## src/wcp_pkg.sv

```systemverilog
// ----------------------------------------------------------------------------
// wcp_pkg
// Shared types, constants and controller/datapath handshake structs for the
// weighted contiguous partition unit.
// ----------------------------------------------------------------------------
package wcp_pkg;

  localparam int MAX_DEVICES = 64;
  localparam int MAX_BLOCKS  = 4096;
  localparam int DEV_W       = $clog2(MAX_DEVICES);      // device index
  localparam int CNT_W       = $clog2(MAX_DEVICES) + 1;  // device count
  localparam int BLK_W       = $clog2(MAX_BLOCKS);       // block address
  localparam int BCNT_W      = $clog2(MAX_BLOCKS) + 1;   // block count
  localparam int FAC_W       = 8;
  localparam int COST_W      = 32;
  localparam int REF_W       = 40;
  localparam int TOT_W       = 52;
  localparam int FSUM_W      = 14;
  localparam int ACC_W       = TOT_W + 1;
  localparam int DIV_STEPS   = TOT_W;
  localparam int STEP_W      = $clog2(DIV_STEPS);

  localparam logic [1:0] OP_SET_FACTOR = 2'd0;
  localparam logic [1:0] OP_LOAD_BLOCK = 2'd1;
  localparam logic [1:0] OP_RUN        = 2'd2;

  typedef struct packed {
    logic [1:0]        op;
    logic [DEV_W-1:0]  device_index;
    logic [FAC_W-1:0]  device_factor;
    logic [COST_W-1:0] block_cost;
    logic [FAC_W-1:0]  owner_factor;
  } wcp_in_t;

  typedef struct packed {
    logic [DEV_W-1:0]  out_device;
    logic [BCNT_W-1:0] range_start;
    logic [BCNT_W-1:0] range_end;
    logic              last;
  } wcp_out_t;

  typedef enum logic [3:0] {
    ST_IDLE,
    ST_LOAD,
    ST_SUM_WAIT,
    ST_SUM_ACC,
    ST_AVG_START,
    ST_AVG_WAIT,
    ST_DEV_RD,
    ST_DEV_F,
    ST_BLK_CHK,
    ST_BLK_DIV,
    ST_BLK_WAIT,
    ST_EMIT
  } wcp_state_t;

  typedef struct packed {
    logic factor_wr;
    logic load_mul;
    logic load_wr;
    logic run_init;
    logic sum_acc;
    logic avg_start;
    logic avg_take;
    logic dev_init;
    logic dev_f;
    logic blk_start;
    logic blk_sat;
    logic blk_take;
    logic emit;
  } wcp_cmd_t;

  typedef struct packed {
    logic dev_last;
    logic blk_more;
    logic f_zero;
    logic div_done;
    logic out_free;
  } wcp_status_t;

endpackage

```

## src/wcp_controller.sv

```systemverilog
// ----------------------------------------------------------------------------
// wcp_controller
// Sequencer for loads, factor summing, average division and the greedy
// block walk.
// ----------------------------------------------------------------------------
module wcp_controller
  import wcp_pkg::*;
(
  input  logic        clk,
  input  logic        rst_n,
  input  logic        in_valid,
  output logic        in_stall,
  input  logic [1:0]  in_op,
  input  wcp_status_t status,
  output wcp_cmd_t    cmd
);

  wcp_state_t state_r, state_nxt;
  logic       take;

  assign in_stall = (state_r != ST_IDLE);
  assign take     = in_valid && (state_r == ST_IDLE);

  always_ff @(posedge clk) begin
    if (!rst_n) begin
      state_r <= ST_IDLE;
    end else begin
      state_r <= state_nxt;
    end
  end

  always_comb begin
    state_nxt = state_r;
    cmd       = '0;
    unique case (state_r)
      ST_IDLE: begin
        if (take) begin
          unique case (in_op)
            OP_SET_FACTOR: cmd.factor_wr = 1'b1;
            OP_LOAD_BLOCK: begin
              cmd.load_mul = 1'b1;
              state_nxt    = ST_LOAD;
            end
            OP_RUN: begin
              cmd.run_init = 1'b1;
              state_nxt    = ST_SUM_WAIT;
            end
            default: ;
          endcase
        end
      end
      ST_LOAD: begin
        cmd.load_wr = 1'b1;
        state_nxt   = ST_IDLE;
      end
      ST_SUM_WAIT: state_nxt = ST_SUM_ACC;
      ST_SUM_ACC: begin
        cmd.sum_acc = 1'b1;
        state_nxt   = status.dev_last ? ST_AVG_START : ST_SUM_WAIT;
      end
      ST_AVG_START: begin
        cmd.avg_start = 1'b1;
        state_nxt     = ST_AVG_WAIT;
      end
      ST_AVG_WAIT: begin
        if (status.div_done) begin
          cmd.avg_take = 1'b1;
          state_nxt    = ST_DEV_RD;
        end
      end
      ST_DEV_RD: begin
        cmd.dev_init = 1'b1;
        state_nxt    = ST_DEV_F;
      end
      ST_DEV_F: begin
        cmd.dev_f = 1'b1;
        state_nxt = status.dev_last ? ST_EMIT : ST_BLK_CHK;
      end
      ST_BLK_CHK: state_nxt = status.blk_more ? ST_BLK_DIV : ST_EMIT;
      ST_BLK_DIV: begin
        // zero factor saturates without a division
        if (status.f_zero) begin
          cmd.blk_sat = 1'b1;
          state_nxt   = ST_BLK_CHK;
        end else begin
          cmd.blk_start = 1'b1;
          state_nxt     = ST_BLK_WAIT;
        end
      end
      ST_BLK_WAIT: begin
        if (status.div_done) begin
          cmd.blk_take = 1'b1;
          state_nxt    = ST_BLK_CHK;
        end
      end
      ST_EMIT: begin
        if (status.out_free) begin
          cmd.emit  = 1'b1;
          state_nxt = status.dev_last ? ST_IDLE : ST_DEV_RD;
        end
      end
      default: state_nxt = ST_IDLE;
    endcase
  end

endmodule

```

## config.mk

```make
export PLATFORM = sky130hd
export DESIGN_NAME = wcp_controller
export DESIGN_NICKNAME = d
export VERILOG_FILES = /design/src/wcp_pkg.sv /design/src/wcp_controller.sv
export SDC_FILE = /design/constraint.sdc
export NUM_CORES = 1
export LEC_CHECK = 0
export ABC_AREA = 1
export BUFFER_PORTS_ARGS = -buffer_cell sky130_fd_sc_hd__buf_2
export CORE_MARGIN = 4
export CORE_UTILIZATION = 30
export CTS_CLUSTER_DIAMETER = 80
export DETAILED_ROUTE_END_ITERATION = 8
export PLACE_DENSITY = 0.6
export REMOVE_ABC_BUFFERS = 1
export SETUP_SLACK_MARGIN = 0.02
export SLEW_MARGIN = 20
export SYNTH_ARGS = -nofsm -noshare
export SYNTH_HDL_FRONTEND = slang
export SYNTH_SLANG_ARGS = --single-unit
```

## constraint.sdc

```tcl
create_clock -name clk -period 2.15 [get_ports clk]
set_input_delay 0.43 -clock clk [delete_from_list [all_inputs] [get_ports clk]]
set_output_delay 0.43 -clock clk [all_outputs]
set_load 0.01 [all_outputs]
```

Yosys cells after proc, flatten, opt, wreduce, memory -nomap -nowiden
Cells that the tools add are included.

storage, ports and cells
  input bits = 10
  bits in writable memories = 0
  register bits = 4
  latch bits = 0
  memory bits (read-only) = 0
  word-level logic and storage cells = 55
  memories = 0

operators by class
  $mul = 0
  multiplexer cells = 31
  $lt $le $gt $ge = 0
  $add $sub $neg = 0
  bitwise operators = 0
  shift-type cells = 0
  divide/modulo/power cells = 0
  reductions and logical operators = 5
  eq/ne operators = 18

operators with widths
  operator            count
  $pmux 4 s11         1
  $mux 1              17
  $eq 4x3->1 const B  4
  $eq 4x4->1 const B  4
  $mux 4              4
  $mux 2              6
  $eq 4x2->1 const B  2
  $ne 2x2->1 const B  4
  $pmux 4 s2          1
  $mux 3              2
  $reduce_and 5->1    1
  $eq 4x1->1 const B  1
  $logic_not 4->1     1
  $reduce_bool 4->1   1
  $ne 3x1->1 const B  1
  $eq 2x1->1 const B  1
  $eq 2x2->1 const B  1
  $logic_not 2->1     1
  $logic_and 1x1->1   1

Longest topological paths before layout
Gate-level depths: netlist (run 1).

  depth after elaboration = 4
  depth in mapped cells = 11

Least setup slack after synthesis (run 1)
No wires, ideal clock.

  path type = register to output
  start = register state_r[3]
  end = output cmd[12] (netlist name)
  path buffers = 0
  path slack = 0.595 ns
  cell stages (with the launch flop) = 6
  arrival = 1.125 ns
  cell sequence = dfxtp_1 -> nor2_1 -> inv_2 -> nor2_1 -> nand2_1 -> nor3_1

RTL lines
  element                   line                  source
  start: declaration        wcp_controller.sv:18  wcp_state_t state_r, state_nxt;
  start signal: assignment  wcp_controller.sv:28  state_r <= state_nxt;
  end: declaration          wcp_controller.sv:15  output wcp_cmd_t cmd

==> reports/metrics.cfg, run 1 <==
[route]
wl_per_cell_um = 10.1
drt_wl_total_um = 1440
dr.first_iter.drc_count = 15
drt-pass1-iter-count = 4
antenna_left = 0
via_count = 658
drc = 0
viasPerCell = 4.60

[flow_run]
timing.max_cap.violations = 0

[timing]
fmaxAchievable_mhz = 520
rsz_0062_raised_after_global_routing = false
slew_violations = 0
tightestPinTransition_ps = 327
tns_ps = 0
finalWorstPathRequiredPeriod_ps = 1920
max_slew_margin_pct = 78.1
final_period_utilization_pct = 89.4
setup_violations = 0
finalHoldViolations = 0
final.setup_skew_ps = 1.01

[floorplanning]
fp.dieH_um = 48.7
die-area_um2 = 2370
effective_utilization_at_floorplan_pct = 32.2
floorplan.core_area_um2 = 1540
die_w_um = 48.7
row_count = 14
num_io_pins = 24

[cells_and_area]
flow.area_growth_from_synthesis_pct = 31.7
largestRegisters = state_r (4)
largest_register_ffs = 4
layout.cells.non_filler = 143
num-nets-final = 139
most-common-layout-cells = sky130_fd_sc_hd__nand2_1 (30), sky130_fd_sc_hd__buf_2 (23), sky130_fd_sc_hd__inv_1 (21), sky130_fd_sc_hd__nor2_1 (21), sky130_fd_sc_hd__nand3_1 (7)
antenna_cells_inserted = 0
mostFrequentLayoutCell = sky130_fd_sc_hd__nand2_1
final_layout_size_suffix_gt1_share_pct = 25.2
largest-register = state_r

[pwr]
vdd.ir_drop.worst_uv = 497
report.power.total_uw = 737
static-leakage-power_uw = 0.000444
power.density_cell_area_nw_per_um2 = 1130

[cts]
tritoncts = built
max-clock-path-buffers = 2
root_buffer_selected_by_cts = sky130_fd_sc_hd__clkbuf_4
postCtsSetupRepairBufs = 0
htree_levels = 1
cts.sinks = 4
path_clk_slew_ps = 30
postCtsHoldBufs = 0
number_of_clock_buffers_inserted_by_tritoncts = 3
post_cts.resized_instances = 0
clkLatencyLatePin_ps = 230

[grt]
grt_overflow = 0
grt_util_met1_pct = 14.8
number_of_antenna_violations_at_the_first_check_in_global_routing = 0
global_route.usage.met2_pct = 18.7
use_met3_pct = 4.29
grt_pass1_vias = 551
pin_count_of_the_biggest_net_entering_global_routing = 7
grt-busiest-layer = met2
total_routing_resource_utilization_after_global_routing_pct = 11.9
grt_first_pass_wirelength_um = 2300

[placement]
half_perimeter_wire_length_of_the_detailed_placement_result_um = 1270
post-place-cells = 140
gp_congestion = 0.894
placement.io_buffers = 23

[critical_path]
timing.critical_path.slowest_cell_delay_ps = 340
timing.reg2reg.worst_path_depth = 10
crit_path_start_kind = flop
crit_top_cell = sky130_fd_sc_hd__nor2_1
worst_ep_arrival_time_ps = 1490
crit_path_cell_trace = nor2_1 > inv_2 > nor2_1 > nand2_1 > nor3_1 > buf_2
reg2reg_to = state_r[3]$_SDFFE_PN0P_
reg2reg_slack_ps = 780
required_ps = 1720
crit_type = flop to primary output
worst_path_max_delay_cell = sky130_fd_sc_hd__dfxtp_1
cp_max_fo = 6
crit_path_end_kind = primary output
worstReg2RegStart = state_r[3]$_SDFFE_PN0P_

[worst_hold_path]
worstHoldStart = rst_n
whs_path_depth = 3
hold_path.class = input port to flop
hold-path-endpoint = state_r[3]$_SDFFE_PN0P_

[synth]
syn_area_per_cell_um2 = 4.92
yosys.area_share.simple_pct = 59.4
synth_adder_area_share_pct = 0
synth_xor_area_share_pct = 0
muxShareOfSynthArea_pct = 0
syn-instance-count = 101
synth-compound-area-share_pct = 7.05
synth_seq_cells = 4
ys_warn_count = 0
main_combinational_cell_family_by_area_after_synthesis = simple AND/OR/NAND/NOR gates
post_synth_num_cell_types = 14
sequential_share_of_the_synthesized_area_pct = 16.1
mapped_area_um2 = 497

[run_status]
outcome = finished, final reports clean

-- routing by layer --
layer	vias up	share of wire, %	wire length, um
met5	-	0	0
met4	0	0	0
met3	0	4.6	66
met2	13	47	673
met1	288	49	698
li1	357	-	-
-- worst max-delay path: cells and delay by family (launching register included) --
family	cells	cell delay (ps)
simple gates	4	670
flops	1	340
buf+inv	2	240
-- how the worst max path moves through the flow --
stage / start / end / slack, ps / depth (start not counted)
2_1_floorplan: state_r[3]$_SDFFE_PN0P_ / cmd[12] / 590 / 5
3_3_place_gp: state_r[3]$_SDFFE_PN0P_ / cmd[12] / 510 / 6
3_5_place_dp: state_r[3]$_SDFFE_PN0P_ / cmd[12] / 470 / 6
4_1_cts: state_r[3]$_SDFFE_PN0P_ / cmd[12] / 210 / 6
5_1_grt: state_r[3]$_SDFFE_PN0P_ / cmd[12] / 80 / 6
6_report: state_r[3]$_SDFFE_PN0P_ / cmd[12] / 230 / 6
-- cells by family (layout without fill, tap and decap cells) --
family,after synthesis,count (layout)
DFF,4,4
and+or+nand+nor,68,68
buffers and inverters,23,49
AOI/OAI and AO/OA,6,6
-- metrics by stage --
stage / setup slack [ps] / cell area, um2 / utilization (%) / hold WS (ps)
3_5_place_dp: 469 / 632 / 41.0 / 523
3_3_place_gp: 508 / 632 / 41.0 / 518
5_1_grt: 81.6 / 654 / 42.5 / 451
4_1_cts: 215 / 654 / 42.5 / 443
2_1_floorplan: 595 / 497 / - / 491
6_report: 228 / 654 / 42.5 / 449
-- cells in the mapped netlist --
cell type                   n  area share, %
sky130_fd_sc_hd__nand2_1   30             23
sky130_fd_sc_hd__inv_1     21             16
sky130_fd_sc_hd__nor2_1    21             16
sky130_fd_sc_hd__nand3_1    7            7.1
sky130_fd_sc_hd__a21oi_1    4            4.0
sky130_fd_sc_hd__dfxtp_1    4             16
sky130_fd_sc_hd__nor3_1     3            3.0
sky130_fd_sc_hd__inv_2      2            1.5
sky130_fd_sc_hd__nand2_2    2            2.5
sky130_fd_sc_hd__nand4_1    2            2.5
sky130_fd_sc_hd__o211ai_1   2            3.0
sky130_fd_sc_hd__nand3_2    1            2.0
sky130_fd_sc_hd__nand3b_1   1            1.5
sky130_fd_sc_hd__nor2_4     1            2.3
-- where the power goes --
part           switching (uW)  internal (uW)
Clock                    27.0           62.2
Combinational             332            174
Sequential               38.2            103
-- final cells by class --
| class | instances | area, um2 |
|---|---|---|
| fill | 194 | 887 |
| multi-input combinational | 74 | 330 |
| timing repair buffer | 23 | 115 |
| inverter | 23 | 86.3 |
| sequential | 4 | 80.1 |
| clock buffer | 3 | 22.5 |
| tap | 16 | 20.0 |
Power figures use the tool's default switching activity.
==> inputs of run 2 (changes only) <==
--- a/config.mk
+++ b/config.mk
@@ -9,12 +9,13 @@
 export BUFFER_PORTS_ARGS = -buffer_cell sky130_fd_sc_hd__buf_2
 export CORE_MARGIN = 4
 export CORE_UTILIZATION = 30
+export CTS_BUF_LIST = sky130_fd_sc_hd__clkbuf_2
 export CTS_CLUSTER_DIAMETER = 80
 export DETAILED_ROUTE_END_ITERATION = 8
 export PLACE_DENSITY = 0.6
 export REMOVE_ABC_BUFFERS = 1
 export SETUP_SLACK_MARGIN = 0.02
-export SLEW_MARGIN = 20
+export SLEW_MARGIN = 5
 export SYNTH_ARGS = -nofsm -noshare
 export SYNTH_HDL_FRONTEND = slang
 export SYNTH_SLANG_ARGS = --single-unit
==> run 2 against run 1 <==
  * Clock skew is essentially flat
  * Power shrank 3.3%
  * Hold slack gained 28 ps
  * Count of clock-buffer cells in the layout is the same
  * Critical path type unchanged
  * Routed wire length grew 0.28%
==> reports/metrics.cfg, run 2 (synthesized netlist as in run 1, its figures left out) <==
[cts]
max-clock-path-buffers = 2  ; unchanged
number_of_clock_buffers_inserted_by_tritoncts = 3  ; unchanged
root_buffer_selected_by_cts = sky130_fd_sc_hd__clkbuf_2  ; was sky130_fd_sc_hd__clkbuf_4
cts.sinks = 4  ; unchanged
clkLatencyLatePin_ps = 200  ; was 230 ps
post_cts.resized_instances = 0  ; unchanged
postCtsHoldBufs = 0  ; unchanged
tritoncts = built  ; unchanged
path_clk_slew_ps = 40  ; was 30 ps
htree_levels = 1  ; unchanged
postCtsSetupRepairBufs = 0  ; unchanged

[timing]
final_period_utilization_pct = 88.1  ; was 89.4%
rsz_0062_raised_after_global_routing = false  ; unchanged
fmaxAchievable_mhz = 528  ; was 520 MHz
finalHoldViolations = 0  ; unchanged
tightestPinTransition_ps = 327  ; about the same
final.setup_skew_ps = 0.566  ; was 1.01 ps
setup_violations = 0  ; unchanged
tns_ps = 0  ; unchanged
finalWorstPathRequiredPeriod_ps = 1890  ; was 1920 ps
slew_violations = 0  ; unchanged
max_slew_margin_pct = 78.1  ; unchanged

[floorplanning]
row_count = 14  ; unchanged
die-area_um2 = 2370  ; unchanged
die_w_um = 48.7  ; unchanged
fp.dieH_um = 48.7  ; unchanged
effective_utilization_at_floorplan_pct = 32.2  ; unchanged
floorplan.core_area_um2 = 1540  ; unchanged
num_io_pins = 24  ; unchanged

[cells_and_area]
mostFrequentLayoutCell = sky130_fd_sc_hd__nand2_1  ; unchanged
largest_register_ffs = 4  ; unchanged
flow.area_growth_from_synthesis_pct = 30.2  ; was 31.7%
most-common-layout-cells = sky130_fd_sc_hd__nand2_1 (30), sky130_fd_sc_hd__buf_2 (23), sky130_fd_sc_hd__inv_1 (21), sky130_fd_sc_hd__nor2_1 (21), sky130_fd_sc_hd__nand3_1 (7)  ; unchanged
finish.utilization_pct = 42.0  ; was 42.5%
antenna_cells_inserted = 0  ; unchanged
multiInputGateArea_um2 = 330  ; unchanged
largestRegisters = state_r (4)  ; unchanged
finish.instance_area_um2 = 647  ; was 654 um2
largest-register = state_r  ; unchanged
num-nets-final = 139  ; unchanged
final_layout_size_suffix_gt1_share_pct = 25.2  ; unchanged
total_of_fill_cells_in_the_finished_design = 196  ; was 194
ff_latch_area_um2 = 80.1  ; unchanged

[grt]
grt_overflow = 0  ; unchanged
grt_pass1_vias = 551  ; unchanged
pin_count_of_the_biggest_net_entering_global_routing = 7  ; unchanged
number_of_antenna_violations_at_the_first_check_in_global_routing = 0  ; unchanged
total_routing_resource_utilization_after_global_routing_pct = 11.9  ; unchanged
grt_first_pass_wirelength_um = 2300  ; unchanged

[route]
via_count = 658  ; unchanged
drt-pass1-iter-count = 4  ; unchanged
antenna_left = 0  ; unchanged
dr.first_iter.drc_count = 15  ; unchanged
wl_per_cell_um = 10.1  ; about the same
drt_wl_total_um = 1440  ; about the same
drc = 0  ; unchanged
viasPerCell = 4.60  ; unchanged

[critical_path]
cp_max_fo = 6  ; unchanged
worst_ep_arrival_time_ps = 1460  ; was 1490 ps
crit_path_end_kind = primary output  ; unchanged
crit_type = flop to primary output  ; unchanged
crit_path_start_kind = flop  ; unchanged
required_ps = 1720  ; about the same

[placement]
gp_congestion = 0.894  ; unchanged
placed_area_um2 = 632  ; unchanged
placement.io_buffers = 23  ; unchanged
half_perimeter_wire_length_of_the_detailed_placement_result_um = 1270  ; unchanged

[pwr]
vdd.ir_drop.worst_uv = 497  ; about the same
static-leakage-power_uw = 0.000443  ; was 0.000444 uW
power.density_cell_area_nw_per_um2 = 1100  ; was 1130 nW/um2
report.power.total_uw = 712  ; was 737 uW

[run_status]
outcome = finished, final reports clean  ; unchanged

[worst_hold_path]
hold_path.class = input port to flop  ; unchanged

[flow_run]
timing.max_cap.violations = 0  ; unchanged

[run 2: cell types whose count changed in the layout (fill, tap and decap cells not counted)]
| cell | previous run | this run |
|---|---|---|
| sky130_fd_sc_hd__clkbuf_2 | 0 | 3 |
| sky130_fd_sc_hd__clkbuf_4 | 3 | 0 |
[run 2: area by class of cell]
class | count | area share [%]
Multi-Input combinational cell | 74 | 51.1
Tap cell | 16 | 3.09
Timing Repair Buffer | 23 | 17.8
Clock buffer | 3 | 2.32
Sequential cell | 4 | 12.4
Inverter | 23 | 13.3
[run 2: final timing paths]
kind,startpoint,endpoint,slack [ps],depth (start not counted)
worst max-delay path,state_r[3]$_SDFFE_PN0P_,cmd[12],260,6
worst min-delay path,rst_n,state_r[3]$_SDFFE_PN0P_,480,3
worst max register to register,state_r[3]$_SDFFE_PN0P_,state_r[3]$_SDFFE_PN0P_,780,10
worst min register to register,state_r[3]$_SDFFE_PN0P_,state_r[1]$_SDFFE_PN0P_,540,2
[run 2: critical path: stages (launching register included)]
cell and delay (ps):
sky130_fd_sc_hd__dfxtp_1 340, sky130_fd_sc_hd__nor2_1 280, sky130_fd_sc_hd__inv_2 90, sky130_fd_sc_hd__nor2_1 180, sky130_fd_sc_hd__nand2_1 90, sky130_fd_sc_hd__nor3_1 120, sky130_fd_sc_hd__buf_2 150
[run 2: per-layer routing]
layer | GRT usage, % | part of all wire [%]
met5 | 0 | 0
met4 | 4.04 | 0
met3 | 4.29 | 4.6
met2 | 18.7 | 47
met1 | 14.8 | 48
[run 2: power by group]
group	leakage (uW)	internal [uW]	switching (uW)
logic	0.000397	174	332
registers	0.0000328	103	38.2
clock network	0.0000125	37.5	27.8
[run 2: metrics by stage]
step	instances	worst slack, ps	hold WS (ps)
after global routing	143	96.8	468
after global placement	140	508	518
after CTS	143	238	467
after floorplan	101	595	491
after detailed placement	140	469	523
final	143	255	476
==> inputs of run 3 (changes only) <==
--- a/config.mk
+++ b/config.mk
@@ -6,13 +6,13 @@
 export NUM_CORES = 1
 export LEC_CHECK = 0
 export ABC_AREA = 1
-export BUFFER_PORTS_ARGS = -buffer_cell sky130_fd_sc_hd__buf_2
 export CORE_MARGIN = 4
 export CORE_UTILIZATION = 30
 export CTS_BUF_LIST = sky130_fd_sc_hd__clkbuf_2
 export CTS_CLUSTER_DIAMETER = 80
 export DETAILED_ROUTE_END_ITERATION = 8
-export PLACE_DENSITY = 0.6
+export DONT_BUFFER_PORTS = 1
+export PLACE_DENSITY = 0.48
 export REMOVE_ABC_BUFFERS = 1
 export SETUP_SLACK_MARGIN = 0.02
 export SLEW_MARGIN = 5
==> run 3 against run 2 <==
  * Sequential share of layout area is 2.7 points higher
  * Die area stayed put
  * Design area is 18% lower
  * First-iteration DRC count is 100% higher
  * Critical endpoint unchanged
  * Largest power group unchanged
==> reports/metrics.cfg, run 3 (synthesized netlist as in run 1, its figures left out) <==
[flow_run]
timing.max_cap.violations = 0  ; unchanged

[route]
viasPerCell = 4.87  ; was 4.60
drt-pass1-iter-count = 4  ; unchanged
drt_wl_total_um = 1370  ; was 1440 um
wl_per_cell_um = 11.4  ; was 10.1 um
antenna_left = 0  ; unchanged
met3RoutedLength_um = 138  ; was 66 um
route.met2.wl_um = 668  ; was 675 um
route.layer.met1.wl_um = 555  ; was 699 um
drc = 0  ; unchanged
via_count = 584  ; was 658
dr.first_iter.drc_count = 30  ; was 15
top_layer = met4  ; was met3

[cts]
postCtsSetupRepairBufs = 0  ; unchanged
clkLatencyLatePin_ps = 200  ; about the same
postCtsHoldBufs = 0  ; unchanged
tritoncts = built  ; unchanged
max-clock-path-buffers = 2  ; unchanged
root_buffer_selected_by_cts = sky130_fd_sc_hd__clkbuf_2  ; unchanged
htree_levels = 1  ; unchanged
post_cts.resized_instances = 0  ; unchanged
cts.sinks = 4  ; unchanged
path_clk_slew_ps = 40  ; about the same
number_of_clock_buffers_inserted_by_tritoncts = 3  ; unchanged

[cells_and_area]
mostFrequentLayoutCell = sky130_fd_sc_hd__nand2_1  ; unchanged
largest-register = state_r  ; unchanged
antenna_cells_inserted = 0  ; unchanged
multiInputGateArea_um2 = 330  ; unchanged
ff_latch_area_um2 = 80.1  ; unchanged
num-nets-final = 116  ; was 139
largest_register_ffs = 4  ; unchanged
total_of_fill_cells_in_the_finished_design = 188  ; was 196
final_layout_size_suffix_gt1_share_pct = 8.65  ; was 25.2%
largestRegisters = state_r (4)  ; unchanged
most-common-layout-cells = sky130_fd_sc_hd__nand2_1 (30), sky130_fd_sc_hd__inv_1 (21), sky130_fd_sc_hd__nor2_1 (21)  ; was sky130_fd_sc_hd__nand2_1 (30), sky130_fd_sc_hd__buf_2 (23), sky130_fd_sc_hd__inv_1 (21), sky130_fd_sc_hd__nor2_1 (21), sky130_fd_sc_hd__nand3_1 (7)
flow.area_growth_from_synthesis_pct = 7.05  ; was 30.2%

[timing]
final.setup_skew_ps = 2.43  ; was 0.566 ps
tightestPinTransition_ps = 370  ; was 327 ps
rsz_0062_raised_after_global_routing = false  ; unchanged
finalWorstPathRequiredPeriod_ps = 1910  ; was 1890 ps
finalHoldViolations = 0  ; unchanged
postLayoutSetupSlackWorst_ps = 242  ; was 255 ps
final.hold.worst_slack_ps = 352  ; was 476 ps
fmaxAchievable_mhz = 524  ; was 528 MHz
setup_violations = 0  ; unchanged
slew_violations = 0  ; unchanged
final_period_utilization_pct = 88.7  ; was 88.1%
tns_ps = 0  ; unchanged
max_slew_margin_pct = 75.2  ; was 78.1%

[grt]
grt_first_pass_wirelength_um = 2210  ; was 2300 um
total_routing_resource_utilization_after_global_routing_pct = 11.5  ; was 11.9%
pin_count_of_the_biggest_net_entering_global_routing = 7  ; unchanged
grt_overflow = 0  ; unchanged
grt_pass1_vias = 554  ; was 551
number_of_antenna_violations_at_the_first_check_in_global_routing = 0  ; unchanged

[critical_path]
reg2reg_slack_ps = 720  ; was 780 ps
crit_type = flop to primary output  ; unchanged
crit_path_cell_trace = nor2_1 > inv_2 > nor2_1 > nand2_1 > nor3_1  ; was nor2_1 > inv_2 > nor2_1 > nand2_1 > nor3_1 > buf_2
crit_buf_inv = 1  ; was 2
timing.critical_path.slowest_cell_delay_ps = 340  ; about the same
required_ps = 1720  ; about the same
worst_path_max_delay_cell = sky130_fd_sc_hd__dfxtp_1  ; unchanged
crit_path_end_kind = primary output  ; unchanged
crit_top_cell = sky130_fd_sc_hd__nor2_1  ; unchanged
worst_ep_arrival_time_ps = 1480  ; was 1460 ps
worst_path_top_cell_family_by_delay = simple AND/OR/NAND/NOR gates  ; unchanged
cp_max_fo = 6  ; unchanged
crit_path_start_kind = flop  ; unchanged

[pwr]
static-leakage-power_uw = 0.000331  ; was 0.000443 uW
power.density_cell_area_nw_per_um2 = 1260  ; was 1100 nW/um2
vdd.ir_drop.worst_uv = 554  ; was 497 uV

[worst_hold_path]
hold_path.class = input port to flop  ; unchanged

[floorplanning]
row_count = 14  ; unchanged
die-area_um2 = 2370  ; unchanged
fp.dieH_um = 48.7  ; unchanged
effective_utilization_at_floorplan_pct = 32.2  ; unchanged
die_w_um = 48.7  ; unchanged
floorplan.core_area_um2 = 1540  ; unchanged
num_io_pins = 24  ; unchanged

[placement]
pre_cts_ws_ps = 439  ; was 469 ps
half_perimeter_wire_length_of_the_detailed_placement_result_um = 1170  ; was 1270 um
gp_congestion = 0.757  ; was 0.894
placement.io_buffers = 0  ; was 23

[run_status]
outcome = finished, final reports clean  ; unchanged

## run 3: layer usage
| layer | GRT usage, % | up-vias |
|---|---|---|
| li1 | - | 313 |
| met1 | 12.8 | 239 |
| met2 | 18.7 | 30 |
| met3 | 3.07 | 2 |
| met4 | 8.07 | 0 |
| met5 | 0 | - |
## run 3: where the power goes
| group | internal (uW) | switching, uW |
|---|---|---|
| Combinational | 140 | 321 |
| Clock | 37.6 | 28.8 |
| Sequential | 103 | 39.0 |
## run 3: through the flow
| step | cells | utilization (%) | total power, uW | area [um2] |
|---|---|---|---|---|
| 2_1_floorplan | 101 | - | 514 | 497 |
| 3_3_place_gp | 117 | 33.5 | 612 | 517 |
| 3_5_place_dp | 117 | 33.5 | 607 | 517 |
| 4_1_cts | 120 | 34.5 | 678 | 532 |
| 5_1_grt | 120 | 34.5 | 750 | 532 |
| 6_report | 120 | 34.5 | 669 | 532 |
## run 3: area by class of cell
cell class	count	share of cell area, %
multi-input cells	74	62.1
well taps	16	3.76
clock buffers	3	2.82
flip-flops and latches	4	15.1
inverters	23	16.2
## run 3: worst paths after layout
kind | from | end | depth (start not counted)
worst max-delay path | state_r[3]$_SDFFE_PN0P_ | cmd[12] | 5
worst min-delay path | rst_n | state_r[3]$_SDFFE_PN0P_ | 2
worst max register to register | state_r[3]$_SDFFE_PN0P_ | state_r[2]$_SDFFE_PN0P_ | 7
worst min register to register | state_r[3]$_SDFFE_PN0P_ | state_r[1]$_SDFFE_PN0P_ | 2
## run 3: worst reg2reg max path: stages, from the launching register on
cell and delay, ps:
sky130_fd_sc_hd__dfxtp_1 340, sky130_fd_sc_hd__nor2_1 280, sky130_fd_sc_hd__inv_2 90, sky130_fd_sc_hd__nor2_1 230, sky130_fd_sc_hd__nand2_1 90, sky130_fd_sc_hd__o211ai_1 120, sky130_fd_sc_hd__nand2_1 80, sky130_fd_sc_hd__a21oi_1 120
